**src/subarray_xor_below_threshold_counter_top_macros.svh**
```systemverilog
// Assertion helpers for the subarray XOR counter.
`ifndef SUBARRAY_XOR_BELOW_THRESHOLD_COUNTER_TOP_MACROS_SVH
`define SUBARRAY_XOR_BELOW_THRESHOLD_COUNTER_TOP_MACROS_SVH
`ifndef SYNTHESIS
// same-cycle implication
`define SXBTC_ASSERT_SAME(lbl, clk, rst, ante, cons) \
   lbl: assert property (@(posedge clk) disable iff (rst) (ante) |-> (cons)) \
      else $error("sxbtc assertion failed");
// next-cycle implication
`define SXBTC_ASSERT_NEXT(lbl, clk, rst, ante, cons) \
   lbl: assert property (@(posedge clk) disable iff (rst) (ante) |=> (cons)) \
      else $error("sxbtc assertion failed");
`else
`define SXBTC_ASSERT_SAME(lbl, clk, rst, ante, cons)
`define SXBTC_ASSERT_NEXT(lbl, clk, rst, ante, cons)
`endif
`endif

```
**src/sxbtc_ram.sv**
```systemverilog
module sxbtc_ram #(
   parameter int WIDTH = 8,
   parameter int DEPTH = 64,
   localparam int AW = (DEPTH > 1) ? $clog2(DEPTH) : 1
) (
   input  logic             clock,
   input  logic             wr_en,
   input  logic [AW-1:0]    wr_addr,
   input  logic [WIDTH-1:0] wr_data,
   input  logic             rd_en,
   input  logic [AW-1:0]    rd_addr,
   output logic [WIDTH-1:0] rd_data
);

   logic [WIDTH-1:0] mem_ff [DEPTH];
   logic [WIDTH-1:0] rd_data_ff;

   always_ff @(posedge clock) begin
      if (wr_en) begin
         mem_ff[wr_addr] <= wr_data;
      end
      if (rd_en) begin
         rd_data_ff <= mem_ff[rd_addr];
      end
   end

   assign rd_data = rd_data_ff;

endmodule

```
**config.mk**
```make
export PLATFORM = sky130hd
export DESIGN_NAME = sxbtc_ram
export DESIGN_NICKNAME = d
export VERILOG_FILES = /design/src/subarray_xor_below_threshold_counter_top_macros.svh /design/src/sxbtc_ram.sv
export SDC_FILE = /design/constraint.sdc
export NUM_CORES = 1
export LEC_CHECK = 0
export BUFFER_PORTS_ARGS = -buffer_cell sky130_fd_sc_hd__buf_2
export CORE_ASPECT_RATIO = 0.8
export CORE_MARGIN = 2
export CORE_UTILIZATION = 39
export DETAILED_ROUTE_END_ITERATION = 16
export MAX_ROUTING_LAYER = met4
export PLACE_DENSITY_LB_ADDON = 0.08
export SLEW_MARGIN = 20
export SYNTH_ARGS = -nofsm -noshare
export SYNTH_HDL_FRONTEND = slang
export SYNTH_SLANG_ARGS = --single-unit
```
**constraint.sdc**
```tcl
create_clock -name clock -period 2.4 [get_ports clock]
set_input_delay 0.48 -clock clock [delete_from_list [all_inputs] [get_ports clock]]
set_output_delay 0.48 -clock clock [all_outputs]
set_load 0.01 [all_outputs]
```
==> summary.md <==
| Metric | Value |
|---|---|
| Outcome | `completed` |
| M1 WL | `24000 um` |
| Share of the synthesized area in the top cell type | `77.1%` |
| Type of the worst min-delay path | `input port to flip-flop` |
| H-tree levels | `2` |
| Area Growth Syn to Fin | `18.7%` |
| Placement Rows | `74` |
| CTS Buf Count | `52` |
| Vias in the first global route | `10300` |
| Final Hold Fails | `0` |
| Final Max Slew Viols | `0` |
| Final Cycle Share | `95.0%` |
| Wirelength, routed | `50100 um` |
| Switching portion of total power | `20.9%` |
| Crit path DAT | `2.61 ns` |
| Cell taking the most area after synthesis | `edfxtp_1` |
| Fin area | `24000 um^2` |
| Final Skew | `0.0131 ns` |
| Antenna-violating nets left | `0` |
| Psw | `3.98 mW` |
| Vias | `10000` |
| Post-CTS setup buffers | `0` |
| Grt total ovfl | `0` |
| Post-synth top cells | `edfxtp_1, mux4_2, nor2_1` |
| Clock latency on the worst-skew pair | `0.58 ns` |
| Met2 WL | `22000 um` |
| Starting Density | `39.5%` |
| Avg Inst Size Synth | `21.5 um^2` |
| Top layer in use | `met4` |
| Largest net degree at the start of global routing | `65` |
| Tmin final | `2.28 ns` |
| RSZ-0062 raised after global routing | `false` |
| Share of cells above drive strength 1 | `34.8%` |
| Max Freq | `438 MHz` |
| PwrDens | `793 nW/um^2` |
| Max-slew headroom | `30.4%` |
| Clk sink count | `520` |
| CP max FO | `16` |
| Top_reg_cell synth | `edfxtp_1` |
| Critical Setup Path Class | `input port to flip-flop` |
| Req. time, crit path | `2.73 ns` |
| Seq pwr share | `53.0%` |
| Synth warn | `0` |
| Number of synthesized flops with an enable pin | `520` |
| Initial DRT Pass Iterations | `5` |
| Core area | `51200 um^2` |
| Clock power share | `41.4%` |
| DR WL/cell | `26.8 um` |
| Initial DRC Count | `820` |
| CTS tree | `done` |
| Worst Hold End | `rd_data[0]` |
| Flops & latches, synth | `520` |
| Post-DP Area | `22400 um^2` |
| CTS resizes | `0` |
| Synth Cell Area | `20200 um^2` |
| Internal | `15.1 mW` |
| Critical Path End Type | `flip-flop` |
| CP startpoint kind | `input port` |
| Die ar. | `53800 um^2` |
| Die height | `208 um` |
| Worst R2R Setup Slack | `0.14 ns` |
| Ant diodes | `0` |
| Worst R2R End | `rd_data[1]` |
| IO Pins | `31` |
| Mapped Cells | `940` |
| Hold depth | `1` |
| Initial antenna violation count | `0` |
| Met3 WL | `2900 um` |
| Post-synth cell types | `39` |
| Max cap viols | `0` |
| Sequential share of the synthesized area | `77.1%` |
| Synthesized Nets | `963` |
| Most numerous cell in the Yosys netlist | `edfxtp_1` |
| Hold_buf cts | `0` |
| Maximum VDD drop | `561 uV` |
| CTS root buf | `clkbuf_16` |
| First-pass GRT wire length | `73000 um` |
| Nets@finish | `1166` |
| R2r worst-path depth | `5` |
| Port Buffers | `30` |
| Vias per inst | `5.38` |
| Leakage power | `7.81 nW` |
| Worst Tran Pin Value | `1.04 ns` |
| Total Power | `19.1 mW` |
| RD Place Congestion | `0.798` |
| Crit Reg-Reg Startpoint | `mem_ff[11][1]` |
| Final-report setup violation count | `0` |
| Dpl hpwl | `32700 um` |
| CTS max path bufs | `3` |
| Combinational share of power | `5.6%` |
| Hold Path Origin | `rd_en` |
| Die width | `259 um` |
| Clock transition at path regs | `0.06 ns` |
| Area contributors post-synth | `edfxtp_1, mux4_2, nor2_1` |
| Residual DRC | `0` |
| Ys async rst share | `0%` |
| All-Layer GR Usage | `19.6%` |
## metal layers
metal  vias to the layer above  global-route usage (%)
li1                       4350                       -
met1                      5338                    29.2
met2                       285                    27.6
met3                        72                    3.70
met4                         0                    5.74
met5                         -                       -
## layout make-up
cell class / count / area (um^2)
well taps: 684 / 856
flip-flops and latches: 520 / 15600
fillers: 4313 / 27200
clock inverters: 30 / 270
multi-input cells: 369 / 4320
clock buffers: 63 / 1360
repair buffers: 200 / 1620
## sequential cells by signal (all words and copies together), names as in the netlist
name,count
mem_ff,512
rd_data,8
## kinds of logic after synthesis
| kind of cell | count (synthesis) | share of synthesized area [%] |
|---|---|---|
| AOI/OAI and AO/OA | 54 | 2.06 |
| DFF | 520 | 77.1 |
| and+or+nand+nor | 153 | 3.37 |
| buffers and inverters | 51 | 1.56 |
| muxes | 162 | 15.9 |
## worst max-delay path by stage
stage	cells past startpoint	slack, ns	to	start
floorplan	7	0.11	rd_data[3]	rd_addr[1]
global placement	8	-0.47	rd_data[1]	rd_addr[0]
detailed placement	8	-0.47	rd_data[1]	rd_addr[0]
CTS	5	0.14	rd_data[1]	mem_ff[11][1]
global route	8	0.02	rd_data[1]	rd_addr[0]
finish	8	0.12	rd_data[1]	rd_addr[0]
## metrics by stage
step | hold WS (ns) | setup TNS (ns) | worst slack [ns] | instances | util [%]
global route | 0.258 | 0 | 0.0161 | 1866 | 47.0
detailed placement | 0.874 | -2.29 | -0.474 | 1773 | 43.8
global placement | 0.878 | -2.12 | -0.468 | 1772 | 43.7
floorplan | 0.579 | 0 | 0.114 | 940 | -
finish | 0.286 | 0 | 0.119 | 1866 | 47.0
CTS | 0.240 | 0 | 0.143 | 1866 | 47.0
## power groups by stage
stage / Sequential (mW) / Combinational (mW) / Clock [mW]
after floorplan: 10.3 / 0.536 / 0
after global placement: 10.3 / 1.08 / 0
after detailed placement: 10.3 / 1.09 / 0
after CTS: 10.1 / 1.09 / 8.11
after global routing: 10.1 / 1.15 / 8.44
final: 10.1 / 1.07 / 7.89
## cell usage in the layout, fill, tap and decap left out, types with 4 or more instances in the layout
| master | n |
|---|---|
| edfxtp_1 | 520 |
| buf_4 | 158 |
| mux4_2 | 126 |
| nor2_1 | 83 |
| clkbuf_16 | 53 |
| buf_2 | 27 |
| mux2i_1 | 23 |
| nand2_1 | 19 |
| nor2b_1 | 14 |
| mux2_2 | 13 |
| nand3_1 | 13 |
| clkinv_1 | 13 |
| buf_12 | 13 |
| clkbuf_1 | 10 |
| o221ai_1 | 8 |
| o22ai_1 | 8 |
| clkinv_2 | 8 |
| nand2b_1 | 7 |
| nor3_1 | 7 |
| a221oi_1 | 6 |
| bufinv_16 | 5 |
| a211oi_1 | 4 |
## worst max-delay path, cell delays in order
cell	delay (ns)
clkbuf_8	0.12
buf_12	0.19
buf_12	0.16
mux4_2	0.50
mux4_2	0.47
nor2_1	0.43
nor3_1	0.10
o2bb2ai_1	0.15
Power figures use the tool's default switching activity.
