==> config.mk <==
export PLATFORM = sky130hd
export DESIGN_NAME = sxbtc_engine
export DESIGN_NICKNAME = d
export VERILOG_FILES = /design/src/sxbtc_pkg.sv /design/src/sxbtc_step.sv /design/src/sxbtc_engine.sv
export VERILOG_INCLUDE_DIRS = /design/src /design/src/src
export SDC_FILE = /design/constraint.sdc
export NUM_CORES = 1
export LEC_CHECK = 0
export BUFFER_PORTS_ARGS = -buffer_cell sky130_fd_sc_hd__buf_2
export CAP_MARGIN = 20
export CORE_ASPECT_RATIO = 0.8
export CORE_MARGIN = 2
export CORE_UTILIZATION = 40
export DETAILED_ROUTE_END_ITERATION = 6
export GPL_ROUTABILITY_DRIVEN = 0
export PLACE_DENSITY = 0.61
export SLEW_MARGIN = 20
export SYNTH_ARGS = -nofsm -noshare
export SYNTH_HDL_FRONTEND = slang
export SYNTH_SLANG_ARGS = --single-unit
==> constraint.sdc <==
create_clock -name clock -period 6.8 [get_ports clock]
set_input_delay 2.04 -clock clock [delete_from_list [all_inputs] [get_ports clock]]
set_output_delay 2.04 -clock clock [all_outputs]
set_load 0.05 [all_outputs]
==> src/subarray_xor_below_threshold_counter_top_macros.svh <==
// Assertion helpers for the subarray XOR counter.
`ifndef SUBARRAY_XOR_BELOW_THRESHOLD_COUNTER_TOP_MACROS_SVH
`define SUBARRAY_XOR_BELOW_THRESHOLD_COUNTER_TOP_MACROS_SVH
`ifndef SYNTHESIS
// same-cycle implication
`define SXBTC_ASSERT_SAME(lbl, clk, rst, ante, cons) \
   lbl: assert property (@(posedge clk) disable iff (rst) (ante) |-> (cons)) \
      else $error("sxbtc assertion failed");
// next-cycle implication
`define SXBTC_ASSERT_NEXT(lbl, clk, rst, ante, cons) \
   lbl: assert property (@(posedge clk) disable iff (rst) (ante) |=> (cons)) \
      else $error("sxbtc assertion failed");
`else
`define SXBTC_ASSERT_SAME(lbl, clk, rst, ante, cons)
`define SXBTC_ASSERT_NEXT(lbl, clk, rst, ante, cons)
`endif
`endif

==> src/sxbtc_pkg.sv <==
package sxbtc_pkg;

   localparam int ELEMENT_W   = 32;
   localparam int THRESHOLD_W = 32;
   localparam int HERE_W      = 11;
   localparam int TOTAL_W     = 20;

   localparam int DEF_KEY_BITS     = 32;
   localparam int DEF_MAX_ELEMENTS = 1024;
   localparam int DEF_NODE_COUNT   = 32768;

   typedef enum logic [1:0] {
      MODE_PROBE,
      MODE_QUERY,
      MODE_QUERY_ALL,
      MODE_INSERT
   } step_mode_type;

   typedef struct packed {
      logic [HERE_W-1:0]  ending_here;
      logic [TOTAL_W-1:0] running_total;
      logic               dropped;
   } rsp_beat_type;

endpackage

==> src/sxbtc_step.sv <==
// One trie level: child select, count pick-up and node update.
module sxbtc_step import sxbtc_pkg::*; #(
   parameter int AW = 15,
   parameter int CW = 11,
   localparam int NW = 2 * AW + 2 * CW
) (
   input  step_mode_type mode,
   input  logic [NW-1:0] node,
   input  logic          key_bit,
   input  logic          thr_bit,
   input  logic [AW-1:0] new_idx,
   output logic [AW-1:0] nxt,
   output logic          absent,
   output logic [CW-1:0] add,
   output logic [NW-1:0] upd
);

   logic [CW-1:0] cnt0, cnt1;
   logic [AW-1:0] kid0, kid1;
   logic          dir;

   assign cnt0 = node[CW-1:0];
   assign cnt1 = node[2*CW-1:CW];
   assign kid0 = node[2*CW+AW-1:2*CW];
   assign kid1 = node[NW-1:2*CW+AW];

   always_comb begin
      dir = key_bit;
      add = '0;
      case (mode)
         MODE_QUERY: begin
            dir = key_bit ^ thr_bit;
            if (thr_bit) begin
               add = key_bit ? cnt1 : cnt0;
            end
         end
         MODE_QUERY_ALL: begin
            add = cnt0 + cnt1;
         end
         default: begin
         end
      endcase
      nxt    = dir ? kid1 : kid0;
      absent = (nxt == '0);
      if (key_bit) begin
         upd = {(absent ? new_idx : kid1), kid0, cnt1 + CW'(1), cnt0};
      end else begin
         upd = {kid1, (absent ? new_idx : kid0), cnt1, cnt0 + CW'(1)};
      end
   end

endmodule

==> src/sxbtc_engine.sv <==
`include "subarray_xor_below_threshold_counter_top_macros.svh"
// Sequencer: probe walk, optional zero insert, query walk, insert walk.
module sxbtc_engine import sxbtc_pkg::*; #(
   parameter int KEY_BITS     = DEF_KEY_BITS,
   parameter int MAX_ELEMENTS = DEF_MAX_ELEMENTS,
   parameter int NODE_COUNT   = DEF_NODE_COUNT,
   localparam int AW = $clog2(NODE_COUNT),
   localparam int CW = $clog2(MAX_ELEMENTS + 2),
   localparam int NW = 2 * AW + 2 * CW
) (
   input  logic                   clock,
   input  logic                   reset,
   input  logic                   start,
   input  logic [ELEMENT_W-1:0]   start_element,
   input  logic                   start_first,
   input  logic [THRESHOLD_W-1:0] threshold,
   input  logic                   out_free,
   output logic                   idle,
   output logic                   done,
   output rsp_beat_type           beat,
   output logic                   rd_en,
   output logic [AW-1:0]          rd_addr,
   input  logic [NW-1:0]          rd_data,
   output logic                   wr_en,
   output logic [AW-1:0]          wr_addr,
   output logic [NW-1:0]          wr_data
);

   localparam int LW   = (KEY_BITS > 1) ? $clog2(KEY_BITS) : 1;
   localparam int MW   = $clog2(KEY_BITS + 1);
   localparam int NDW  = $clog2(2 * KEY_BITS + 1);
   localparam int SW   = $clog2(MAX_ELEMENTS + 1);
   localparam int FW   = $clog2(NODE_COUNT + 1);
   localparam int CMPW = ((FW > NDW) ? FW : NDW) + 1;

   localparam logic [LW-1:0]   LAST_LEVEL = LW'(KEY_BITS - 1);
   localparam logic [NDW-1:0]  KEY_BITS_N = NDW'(KEY_BITS);
   localparam logic [SW-1:0]   MAX_SEEN   = SW'(MAX_ELEMENTS);
   localparam logic [CMPW-1:0] NODE_LIMIT = CMPW'(NODE_COUNT);
   // empty trie seen as a chain of zero children
   localparam logic [NW-1:0]   VIRT_NODE  = NW'(1) << (2 * CW);

   typedef enum logic [3:0] {
      ST_INIT,
      ST_IDLE,
      ST_CLEAR,
      ST_PSTART,
      ST_PROBE,
      ST_DECIDE,
      ST_QSTART,
      ST_QWALK,
      ST_ISTART,
      ST_IWALK,
      ST_FINISH
   } state_type;

   state_type           state_ff, state_in;
   logic [KEY_BITS-1:0] key_ff, key_in;
   logic [KEY_BITS-1:0] prefix_ff, prefix_in;
   logic                fresh_ff, fresh_in;
   logic [LW-1:0]       level_ff, level_in;
   logic [AW-1:0]       cur_ff, cur_in;
   logic                alloc_ff, alloc_in;
   logic                ins_zero_ff, ins_zero_in;
   logic [CW-1:0]       cnt_ff, cnt_in;
   logic [MW-1:0]       missing_ff, missing_in;
   logic                drop_ff, drop_in;
   logic [SW-1:0]       seen_ff, seen_in;
   logic [TOTAL_W-1:0]  total_ff, total_in;
   logic [FW-1:0]       free_ff, free_in;

   step_mode_type       step_mode;
   logic [NW-1:0]       step_node;
   logic                step_key;
   logic [AW-1:0]       step_nxt;
   logic                step_absent;
   logic [CW-1:0]       step_add;
   logic [NW-1:0]       step_upd;
   logic [NDW-1:0]      need;
   logic                thr_wide;

   sxbtc_step #(
      .AW (AW),
      .CW (CW)
   ) u_step (
      .mode    (step_mode),
      .node    (step_node),
      .key_bit (step_key),
      .thr_bit (threshold[level_ff]),
      .new_idx (free_ff[AW-1:0]),
      .nxt     (step_nxt),
      .absent  (step_absent),
      .add     (step_add),
      .upd     (step_upd)
   );

   assign thr_wide = ((threshold >> KEY_BITS) != '0);
   assign need     = fresh_ff ? (KEY_BITS_N + NDW'(missing_ff)) : NDW'(missing_ff);
   assign idle     = (state_ff == ST_IDLE);

   assign beat.ending_here   = HERE_W'(cnt_ff);
   assign beat.running_total = total_ff;
   assign beat.dropped       = drop_ff;

   always_comb begin
      state_in    = state_ff;
      key_in      = key_ff;
      prefix_in   = prefix_ff;
      fresh_in    = fresh_ff;
      level_in    = level_ff;
      cur_in      = cur_ff;
      alloc_in    = alloc_ff;
      ins_zero_in = ins_zero_ff;
      cnt_in      = cnt_ff;
      missing_in  = missing_ff;
      drop_in     = drop_ff;
      seen_in     = seen_ff;
      total_in    = total_ff;
      free_in     = free_ff;
      rd_en       = 1'b0;
      rd_addr     = '0;
      wr_en       = 1'b0;
      wr_addr     = '0;
      wr_data     = '0;
      done        = 1'b0;
      step_mode   = MODE_PROBE;
      step_node   = rd_data;
      step_key    = key_ff[level_ff];
      case (state_ff)
         ST_INIT: begin
            wr_en    = 1'b1;
            state_in = ST_IDLE;
         end
         ST_IDLE: begin
            if (start) begin
               drop_in  = 1'b0;
               cnt_in   = '0;
               fresh_in = start_first || (seen_ff == '0);
               if (start_first) begin
                  key_in    = start_element[KEY_BITS-1:0];
                  prefix_in = '0;
                  seen_in   = '0;
                  total_in  = '0;
                  free_in   = FW'(1);
                  state_in  = ST_CLEAR;
               end else begin
                  key_in = prefix_ff ^ start_element[KEY_BITS-1:0];
                  if (seen_ff >= MAX_SEEN) begin
                     drop_in  = 1'b1;
                     state_in = ST_FINISH;
                  end else begin
                     state_in = ST_PSTART;
                  end
               end
            end
         end
         ST_CLEAR: begin
            wr_en    = 1'b1;
            state_in = ST_PSTART;
         end
         ST_PSTART: begin
            rd_en    = !fresh_ff;
            level_in = LAST_LEVEL;
            state_in = ST_PROBE;
         end
         ST_PROBE: begin
            if (fresh_ff) begin
               step_node = VIRT_NODE;
            end
            if (step_absent) begin
               missing_in = MW'(level_ff) + MW'(1);
               state_in   = ST_DECIDE;
            end else if (level_ff == '0) begin
               missing_in = '0;
               state_in   = ST_DECIDE;
            end else begin
               rd_en    = !fresh_ff;
               rd_addr  = step_nxt;
               level_in = level_ff - LW'(1);
            end
         end
         ST_DECIDE: begin
            if ((CMPW'(need) + CMPW'(free_ff)) > NODE_LIMIT) begin
               drop_in  = 1'b1;
               state_in = ST_FINISH;
            end else if (fresh_ff) begin
               ins_zero_in = 1'b1;
               state_in    = ST_ISTART;
            end else begin
               state_in = ST_QSTART;
            end
         end
         ST_QSTART: begin
            rd_en    = 1'b1;
            level_in = LAST_LEVEL;
            cnt_in   = '0;
            state_in = ST_QWALK;
         end
         ST_QWALK: begin
            step_mode = thr_wide ? MODE_QUERY_ALL : MODE_QUERY;
            cnt_in    = cnt_ff + step_add;
            if (thr_wide || step_absent || (level_ff == '0)) begin
               ins_zero_in = 1'b0;
               state_in    = ST_ISTART;
            end else begin
               rd_en    = 1'b1;
               rd_addr  = step_nxt;
               level_in = level_ff - LW'(1);
            end
         end
         ST_ISTART: begin
            rd_en    = 1'b1;
            level_in = LAST_LEVEL;
            cur_in   = '0;
            alloc_in = 1'b0;
            state_in = ST_IWALK;
         end
         ST_IWALK: begin
            step_mode = MODE_INSERT;
            if (alloc_ff) begin
               step_node = '0;
            end
            if (ins_zero_ff) begin
               step_key = 1'b0;
            end
            wr_en   = 1'b1;
            wr_addr = cur_ff;
            wr_data = step_upd;
            if (step_absent) begin
               cur_in   = free_ff[AW-1:0];
               free_in  = free_ff + FW'(1);
               alloc_in = 1'b1;
            end else begin
               cur_in  = step_nxt;
               rd_en   = (level_ff != '0);
               rd_addr = step_nxt;
            end
            if (level_ff == '0) begin
               if (ins_zero_ff) begin
                  state_in = ST_QSTART;
               end else begin
                  prefix_in = key_ff;
                  seen_in   = seen_ff + SW'(1);
                  total_in  = total_ff + TOTAL_W'(cnt_ff);
                  state_in  = ST_FINISH;
               end
            end else begin
               level_in = level_ff - LW'(1);
            end
         end
         ST_FINISH: begin
            if (out_free) begin
               done     = 1'b1;
               state_in = ST_IDLE;
            end
         end
         default: begin
            state_in = ST_INIT;
         end
      endcase
   end

   always_ff @(posedge clock) begin
      if (reset) begin
         state_ff    <= ST_INIT;
         prefix_ff   <= '0;
         seen_ff     <= '0;
         total_ff    <= '0;
         free_ff     <= FW'(1);
         fresh_ff    <= 1'b0;
         alloc_ff    <= 1'b0;
         ins_zero_ff <= 1'b0;
         drop_ff     <= 1'b0;
      end else begin
         state_ff    <= state_in;
         prefix_ff   <= prefix_in;
         seen_ff     <= seen_in;
         total_ff    <= total_in;
         free_ff     <= free_in;
         fresh_ff    <= fresh_in;
         alloc_ff    <= alloc_in;
         ins_zero_ff <= ins_zero_in;
         drop_ff     <= drop_in;
         key_ff      <= key_in;
         level_ff    <= level_in;
         cur_ff      <= cur_in;
         cnt_ff      <= cnt_in;
         missing_ff  <= missing_in;
      end
   end

   `SXBTC_ASSERT_SAME(a_no_rw_clash, clock, reset, wr_en && rd_en, wr_addr != rd_addr)
   `SXBTC_ASSERT_NEXT(a_alloc_sticks, clock, reset, (state_ff == ST_IWALK) && alloc_ff && (level_ff != '0), alloc_ff)
   `SXBTC_ASSERT_SAME(a_idle_bounds, clock, reset, state_ff == ST_IDLE, (CMPW'(free_ff) <= NODE_LIMIT) && (seen_ff <= MAX_SEEN))

endmodule

==> flow_summary_export.csv, run 1 <==
group,metric,value,unit
outcome,status,"finished clean",
clock_tree,cts_setup_buffers,0,
synthesis,ys_types,67,
cells_and_area,fillCellCount,2563,
timing,skew,15.5,ps
worst_hold_path,whs_path_depth,2,
die,start_util,40.4,%
synthesis,synth_cells,1291,
place,dp_hpwl,23.7,mm
timing,setup_viol,0,
timing,timing.fmax,0.149,GHz
place,place_area,0.0123,mm2
critical_path,worstSetupEndpointType,"output pin",
grt,grt_pass1_vias,9662,
clock_tree,clock-sinks,156,
drt,drt_iter0_markers,786,
drt,vias,10100,
die,die_area,0.0276,mm2
synthesis,synth_edf_count,69,
die,ioPinCount,239,
synthesis,synth.avg_cell_area,8.15,um2
grt,antenna_found_initial,1,
critical_path,critPathRequiredTime,4760,ps
synthesis,ys_top_cells_by_area,"edfxtp_1 (20%), dfxtp_1 (17%), nand2_1 (7.6%)",
critical_path,worstSetupPathType,"in2out",
drt,firstDrtPassIters,5,
cells_and_area,layout-drive-gt1-share,24.1,%
critical_path,rr_worst_depth,18,
clock_tree,path_clk_slew,70,ps
cells_and_area,nets,1646,
cells_and_area,regArea,0.00381,mm2
clock_tree,cts_max_level,4,
cells_and_area,multi_input_area,0.00655,mm2
critical_path,r2r_setup_slack,1600,ps
timing,maxSlewHeadroom,28.8,%
grt,grt_util_met1,33.3,%
grt,grt_max_degree,50,
die,die_h,149,um
synthesis,synth_top_cell_area_share,19.7,%
drt,wl_per_cell,17.4,um
grt,met2_usage,36.0,%
synthesis,syn-num-nets,1451,
synthesis,ys_seq_area_share,36.3,%
synthesis,ys_ff_latch,156,
critical_path,reg2reg_to,"cnt_ff[10]",
power,leakagePower,5.24,nW
worst_hold_path,hold_path_end,"prefix_ff[30]",
grt,met3_usage,4.59,%
clock_tree,root_buffer,"clkbuf_16",
clock_tree,cts_buffer_depth,2,
worst_hold_path,hold_path_class,"reg2reg",
power,peakVddDrop,0.171,mV
synthesis,synth_ff_type,"dfxtp_1",
synthesis,synth-async-reset-ratio,0,%
cells_and_area,syn_to_final_growth,23.9,%
run,max_cap_viol_count,0,
grt,grt_pass1_wl,50.7,mm
place,portBuffers,238,
die,rows,53,
critical_path,start_kind,"primary input",
critical_path,r2r_start,"level_ff[0]",
worst_hold_path,hold_start,"prefix_ff[30]",
drt,drc_errors,0,
drt,routed_wl,32.4,mm
timing,fin_crit_sh,99.0,%
power,power.density_cell_area,265,mW/mm2
clock_tree,cts_tree,"yes",
grt,grt-ovfl-total,0,
synthesis,ys.warnings.count,0,
die,die_x,185,um
timing,finalHoldViolations,0,
synthesis,syn-cell-area,0.0105,mm2
critical_path,critPathArrivalTime,4690,ps
critical_path,crit_fanout,18,
synthesis,yosysTopAreaCell,"edfxtp_1",
clock_tree,cts_made_buffers,17,
grt,grtUsageTotal,23.3,%
timing,slew_violations,0,
clock_tree,clk_latency,440,ps
timing,worst-slew-pin-transition,1070,ps
cells_and_area,final_util,50.0,%
drt,ant_nets,0,
cells_and_area,fin_area,0.0130,mm2
drt,drt-vias-per-instance,5.45,
die,core_area,0.0261,mm2
grt,grt_busiest_layer,"met2",
timing,fin_crit,6730,ps
[layout by cell type, fill, tap and decap left out, types with 13 or more instances in the layout]
cell | synthesis | final
o21ai_0 | 23 | 22
buf_4 | 1 | 33
nor2_1 | 118 | 115
xor2_1 | 16 | 16
ha_1 | 36 | 36
a21oi_1 | 148 | 118
nand3b_1 | 30 | 30
mux4_2 | 14 | 14
clkbuf_16 | 0 | 17
clkbuf_4 | 0 | 13
nand3_1 | 64 | 64
edfxtp_1 | 69 | 69
nand2_1 | 213 | 212
nand2b_1 | 43 | 43
xnor2_1 | 67 | 67
and3_1 | 30 | 30
a21oi_4 | 0 | 20
or4_1 | 18 | 18
dfxtp_1 | 87 | 87
nor3_1 | 22 | 19
buf_2 | 6 | 212
nor4_1 | 15 | 15
inv_1 | 35 | 35
[kinds of logic after synthesis]
logic type	share of synthesized area [%]
AOI/OAI and AO/OA	14.4
xor gates and xnor gates	7.07
adders and majority gates	4.85
buffers and inverters	4.71
DFF	36.3
muxes	5.03
and+or+nand+nor	27.7
[worst max-delay path, stage by stage]
cell      delay (ps)
buf_2            120
mux4_2           450
o22ai_1          220
nor4_1            90
a31oi_2          150
buf_4            160
xor2_2           210
mux2_4           380
nor3_4           180
buf_6            190
nand2_1           90
a21oi_2          150
clkbuf_4         240
[how the worst max path moves through the flow]
stage / from / to / slack (ps)
2_1_floorplan: threshold[21] / wr_data[29] / -70
3_3_place_gp: threshold[21] / wr_data[45] / 70
3_5_place_dp: threshold[6] / wr_data[45] / 20
4_1_cts: threshold[6] / wr_data[45] / 20
5_1_grt: threshold[6] / wr_data[42] / -6
6_report: threshold[6] / wr_data[37] / 70
[registers in the layout, indices dropped and copies added (netlist names), 5 cells and up]
signal and count:
total_ff 20, key_ff 32, level_ff 5, cur_ff 15, missing_ff 6, cnt_ff 11
free_ff 16, seen_ff 11, prefix_ff 32
[cell type report]
class / instances / area share (%)
Multi-Input combinational cell: 1010 / 50.3
Sequential cell: 156 / 29.3
Timing Repair Buffer: 265 / 11.5
Tap cell: 357 / 3.43
Clock buffer: 18 / 3.29
Clock inverter: 14 / 1.14
Inverter: 36 / 1.04
Antenna cell: 2 / 0.0384
[timing repair]
action,CTS,global route
endpoints found under the setup margin,0,31
endpoints found under the hold margin,0,0
gates resized for setup,0,50
hold buffers,0,0
[metrics by stage]
stage | cells | power (mW) | TNS [ps] | hold slack (ps) | setup WS [ps]
4_1_cts | 1856 | 3.44 | 0 | 453 | 20.5
2_1_floorplan | 1291 | 2.11 | -72.2 | 432 | -72.2
6_report | 1858 | 3.45 | 0 | 453 | 66.5
3_3_place_gp | 1824 | 2.47 | 0 | 439 | 73.0
5_1_grt | 1857 | 3.62 | -21.6 | 476 | -6.45
3_5_place_dp | 1824 | 2.48 | 0 | 443 | 22.6
[report_power, final]
group | leakage (nW) | total (mW) | internal [mW] | switching, mW
logic | 3.63 | 1.32 | 0.424 | 0.896
clock network | 0.284 | 0.959 | 0.520 | 0.438
registers | 1.32 | 1.17 | 1.06 | 0.112
[metal layers]
metal | up-vias | routed length, um
li1 | 4956 | -
met1 | 4837 | 15300
met2 | 298 | 14500
met3 | 37 | 2020
met4 | 0 | 529
met5 | - | 0
[synthesized netlist by cell type, types with 4 or more instances]
cell / count
a21oi_1: 148
dfxtp_1: 87
xor2_1: 16
or3_1: 11
nand3_1: 64
a22oi_1: 6
o211ai_1: 9
o21bai_1: 9
or4_1: 18
buf_2: 6
a31oi_1: 6
and3_1: 30
mux4_2: 14
nor2b_1: 6
o21ai_0: 23
nand4_1: 7
mux2i_1: 12
edfxtp_1: 69
and2_1: 13
o21a_1: 4
clkbuf_1: 69
nor4_1: 15
buf_1: 11
a21o_1: 8
nor2_1: 118
ha_1: 36
nand2_1: 213
inv_1: 35
nand2b_1: 43
o22ai_1: 6
nor3_1: 22
xnor2_1: 67
o31ai_1: 13
nand3b_1: 30
(Power assumes the default switching activity.)
==> run 2, diff against run 1 <==
- MAX_ROUTING_LAYER: default -> met4
==> flow_summary_export.csv, run 2 (same netlist as run 1, synthesis figures left out) <==
group,metric,value,unit
critical_path,worstSetupEndpointType,"output pin",
die,start_util,40.4,%
clock_tree,root_buffer,"clkbuf_16",
grt,antenna_found_initial,1,
critical_path,slowest_stage,"mux4_2",
drt,firstDrtPassIters,5,
grt,grt_pass1_wl,50.7,mm
cells_and_area,layout_common_cells,"nand2_1 (212), buf_2 (212), a21oi_1 (118)",
place,dp_hpwl,23.7,mm
die,ioPinCount,239,
critical_path,crit_chain,"buf_2, mux4_2, o22ai_1, nor4_1, a31oi_2, buf_4, xor2_2, mux2_4, nor3_4, buf_6, nand3b_1, a21oi_4, clkbuf_4",
die,rows,53,
power,seqPwrFrac,33.9,%
place,place_area,0.0123,mm2
place,portBuffers,238,
worst_hold_path,hold_path_class,"reg2reg",
clock_tree,path_clk_slew,70,ps
grt,grtUsageTotal,24.0,%
cells_and_area,reg_top3,"key_ff (32), prefix_ff (32), total_ff (20)",
timing,fin_crit_sh,99.1,%
drt,routed_wl,32.5,mm
timing,skew,16.1,ps
grt,grt-ovfl-total,0,
clock_tree,cts_max_level,4,
cells_and_area,fin_area,0.0130,mm2
critical_path,critPathRequiredTime,4760,ps
critical_path,start_kind,"primary input",
run,max_cap_viol_count,0,
die,die_x,185,um
cells_and_area,nets,1646,
power,leakagePower,5.24,nW
power,p_switching,1.45,mW
power,power.total,3.45,mW
clock_tree,clk_latency,440,ps
clock_tree,cts_made_buffers,17,
timing,slew_violations,0,
power,swShare,42.0,%
die,die_area,0.0276,mm2
clock_tree,clock-sinks,156,
critical_path,slowest_delay,450,ps
critical_path,critPathArrivalTime,4700,ps
cells_and_area,syn_to_final_growth,23.9,%
critical_path,critPathTopFamily,"multiplexers",
timing,setup_viol,0,
power,peakVddDrop,0.170,mV
power,internal_power,2.00,mW
critical_path,crit_fanout,18,
timing,setup_tns,0,ps
cells_and_area,final_util,50.0,%
critical_path,critPathBufInv,4,
cells_and_area,fin_cells,1858,
critical_path,worstSetupPathType,"in2out",
cells_and_area,layout-drive-gt1-share,24.1,%
power,comb_power_share,38.3,%
place,dp.cells,1824,
clock_tree,cts_buffer_depth,2,
timing,finalHoldViolations,0,
outcome,status,"finished clean",
cells_and_area,regArea,0.00381,mm2
timing,fin_crit,6740,ps
grt,grt_pass1_vias,9663,
grt,grt_max_degree,50,
timing,timing.fmax,0.148,GHz
power,power.density_cell_area,265,mW/mm2
drt,vias,10100,
clock_tree,cts_setup_buffers,0,
clock_tree,cts_tree,"yes",
drt,drc_errors,0,
timing,worst-slew-pin-transition,1080,ps
die,core_area,0.0261,mm2
cells_and_area,multi_input_area,0.00655,mm2
timing,maxSlewHeadroom,28.1,%
drt,drt_iter0_markers,759,
drt,ant_nets,0,
critical_path,r2r_setup_slack,1620,ps
drt,wl_per_cell,17.5,um
cells_and_area,fillCellCount,2563,
die,die_h,149,um
drt,drt-vias-per-instance,5.44,
power,power.share.clock,27.9,%
-- run 2: cell counts in the layout (fill, tap and decap cells not counted) --
No cell type changed its count.
-- run 2: what timing repair did --
| action | CTS | global route |
|---|---|---|
| hold buffers | 0 | 0 |
| gates resized for setup | 0 | 50 |
| setup endpoints to repair | 0 | 31 |
-- run 2: worst register-to-register path, cell delays in order, from the launching register on --
cell       delay, ps
edfxtp_1         820
mux4_1           700
mux4_2           480
and2_1           200
a2bb2oi_2        250
buf_4            280
a21oi_1          150
nor2_1            70
ha_1             210
fa_1             410
a21o_1           170
a21oi_1          220
o21bai_1         100
a21oi_1          220
o21bai_1         100
a21oi_1          220
o21ai_0          140
xnor2_1          140
nor2_1            50
-- run 2: cell type report --
cell class,count,share of cell area [%]
Multi-Input combinational cell,1010,50.3
Sequential cell,156,29.3
Timing Repair Buffer,265,11.5
Tap cell,357,3.43
Clock buffer,18,3.29
Clock inverter,14,1.14
Inverter,36,1.04
Antenna cell,2,0.0384
-- run 2: power by group through the flow --
| stage | registers, mW | logic (mW) | clock network [mW] |
|---|---|---|---|
| 4_1_cts | 1.16 | 1.30 | 0.975 |
| 3_5_place_dp | 1.19 | 1.30 | 0 |
| 2_1_floorplan | 1.13 | 0.982 | 0 |
| 6_report | 1.17 | 1.32 | 0.961 |
| 5_1_grt | 1.18 | 1.43 | 1.01 |
| 3_3_place_gp | 1.18 | 1.29 | 0 |
-- run 2: routing by layer --
layer  vias to the layer above  GRT usage (%)  part of all wire (%)
li1                       4959              -                     -
met1                      4811           33.3                    47
met2                       301           36.0                    45
met3                        34           4.49                   6.4
met4                         0           6.19                   1.6
met5                         -              -                     0
-- run 2: per-stage QoR --
step | hold WS [ps] | setup WS [ps]
after floorplan | 432 | -72.2
after global placement | 439 | 73.0
after detailed placement | 443 | 22.6
after CTS | 453 | 20.5
after global routing | 476 | -6.45
final | 455 | 62.9
-- run 2: path summary, 6_finish.rpt --
| kind | end | cells after the start | from |
|---|---|---|---|
| max reg2reg | cnt_ff[10] | 18 | level_ff[0] |
| min reg2reg | prefix_ff[30] | 2 | prefix_ff[30] |
| min | prefix_ff[30] | 2 | prefix_ff[30] |
| max | wr_data[42] | 13 | threshold[6] |
==> run 3, diff against run 2 <==
- CORE_UTILIZATION: 40 -> 35
- PLACE_DENSITY: 0.61 -> 0.55
==> flow_summary_export.csv, run 3 (same netlist as run 1, synthesis figures left out) <==
group,metric,value,unit
place,dp_slack,69.0,ps
clock_tree,cts_setup_buffers,0,
clock_tree,root_buffer,"clkbuf_16",
die,rows,56,
timing,slew_violations,0,
clock_tree,cts_hold_buf,0,
timing,fin_hold_ws,452,ps
outcome,status,"finished clean",
cells_and_area,layout_common_cells,"buf_2 (215), nand2_1 (212), a21oi_1 (118)",
critical_path,rr_worst_depth,20,
drt,wl_per_cell,17.9,um
critical_path,r2r_start,"level_ff[0]",
clock_tree,path_clk_slew,60,ps
place,dp_hpwl,24.6,mm
clock_tree,cts_tree,"yes",
grt,grt_pass1_vias,9712,
drt,vias,10100,
clock_tree,cts_max_level,4,
clock_tree,cts_buffer_depth,2,
timing,setup_viol,0,
die,die_area,0.0315,mm2
run,max_cap_viol_count,0,
worst_hold_path,hold_start,"prefix_ff[9]",
clock_tree,clock-sinks,156,
worst_hold_path,hold_path_end,"prefix_ff[9]",
drt,routed_wl,33.7,mm
critical_path,r2r_setup_slack,1770,ps
critical_path,critPathRequiredTime,4760,ps
grt,grt_max_degree,60,
drt,firstDrtPassIters,5,
critical_path,worstSetupPathType,"in2out",
clock_tree,cts_made_buffers,17,
clock_tree,cts_resized,0,
timing,setup_ws,114,ps
cells_and_area,layout_commonest_cell,"buf_2",
drt,drt_iter0_markers,665,
grt,grt_pass1_wl,53.6,mm
timing,rsz0062_at_grt,"yes",
timing,timing.fmax,0.150,GHz
power,peakVddDrop,0.210,mV
grt,antenna_found_initial,1,
power,leakagePower,5.23,nW
timing,setup_tns,0,ps
critical_path,start_kind,"primary input",
critical_path,critPathArrivalTime,4650,ps
timing,worst-slew-pin-transition,1100,ps
timing,fin_crit_sh,98.3,%
cells_and_area,reg_top3,"key_ff (32), prefix_ff (32), total_ff (20)",
worst_hold_path,whs_path_depth,2,
die,die_h,159,um
place,portBuffers,238,
timing,skew,11.9,ps
cells_and_area,fillCellCount,2978,
power,power.density_cell_area,265,mW/mm2
cells_and_area,syn_to_final_growth,23.8,%
cells_and_area,final_util,44.2,%
timing,maxSlewHeadroom,26.8,%
grt,grt-ovfl-total,0,
power,power.total,3.45,mW
grt,grtUsageTotal,22.1,%
critical_path,reg2reg_to,"cnt_ff[10]",
die,die_x,198,um
drt,drc_errors,0,
drt,ant_nets,0,
critical_path,crit_fanout,16,
die,start_util,35.7,%
worst_hold_path,hold_path_class,"reg2reg",
die,core_area,0.0294,mm2
die,ioPinCount,239,
timing,fin_crit,6690,ps
drt,drt-vias-per-instance,5.37,
cells_and_area,nets,1646,
critical_path,cp-startpoint,"threshold[21]",
clock_tree,clk_latency,440,ps
cells_and_area,layout-drive-gt1-share,24.0,%
critical_path,worstSetupEndpointType,"output pin",
timing,finalHoldViolations,0,
## run 3: cell types whose count changed in the layout (fill, tap and decap cells not counted), moves of 2 or more
| cell | previous run | this run |
|---|---|---|
| buf_6 | 6 | 0 |
| inv_8 | 4 | 0 |
| buf_2 | 212 | 215 |
| inv_6 | 5 | 2 |
| clkbuf_4 | 13 | 15 |
| clkbuf_8 | 0 | 2 |
| clkinv_4 | 2 | 4 |
| nor3_4 | 2 | 0 |
## run 3: per-stage QoR
step	std cells	instance area, um2
floorplan	1291	10800
global placement	1844	12400
detailed placement	1844	12400
CTS	1876	12900
global route	1877	13000
finish	1878	13000
## run 3: worst max-delay path, cell delays in order
cell	delay [ps]
buf_2	100
mux4_2	450
o22ai_1	180
nor2_1	80
a31oi_2	170
buf_4	190
xor2_4	180
mux2_4	340
nor3_2	160
buf_4	230
nand2_1	80
a21oi_2	130
buf_2	300
## run 3: area by class of cell
cell class                 count  area, um2  area share [%]
timing repair buffer         265       1460            11.2
tap                          377        472            3.62
clock buffer                  21        482            3.70
inverter                      36        135            1.04
clock inverter                11        108           0.826
antenna                        2       5.00          0.0384
sequential                   156       3810            29.3
multi-input combinational   1010       6540            50.2
## run 3: routing by layer
| metal | vias to the layer above | routed length [um] | global-route usage (%) |
|---|---|---|---|
| met5 | - | 0 | - |
| met3 | 21 | 1820 | 4.45 |
| met2 | 247 | 15100 | 33.1 |
| li1 | 4954 | - | - |
| met1 | 4857 | 16400 | 30.9 |
| met4 | 0 | 367 | 4.14 |
## run 3: power by group
group / internal (mW) / switching, mW / leakage, nW
registers: 1.06 / 0.0943 / 1.32
clock network: 0.549 / 0.420 / 0.285
logic: 0.423 / 0.910 / 3.63
total: 2.03 / 1.42 / 5.23
## run 3: worst max path at each step
stage | to | slack [ps] | cells past startpoint
detailed placement | wr_data[43] | 70 | 13
global route | wr_data[22] | -20 | 13
floorplan | wr_data[29] | -70 | 11
finish | wr_data[38] | 110 | 13
CTS | wr_data[46] | 70 | 13
global placement | wr_data[45] | 150 | 13
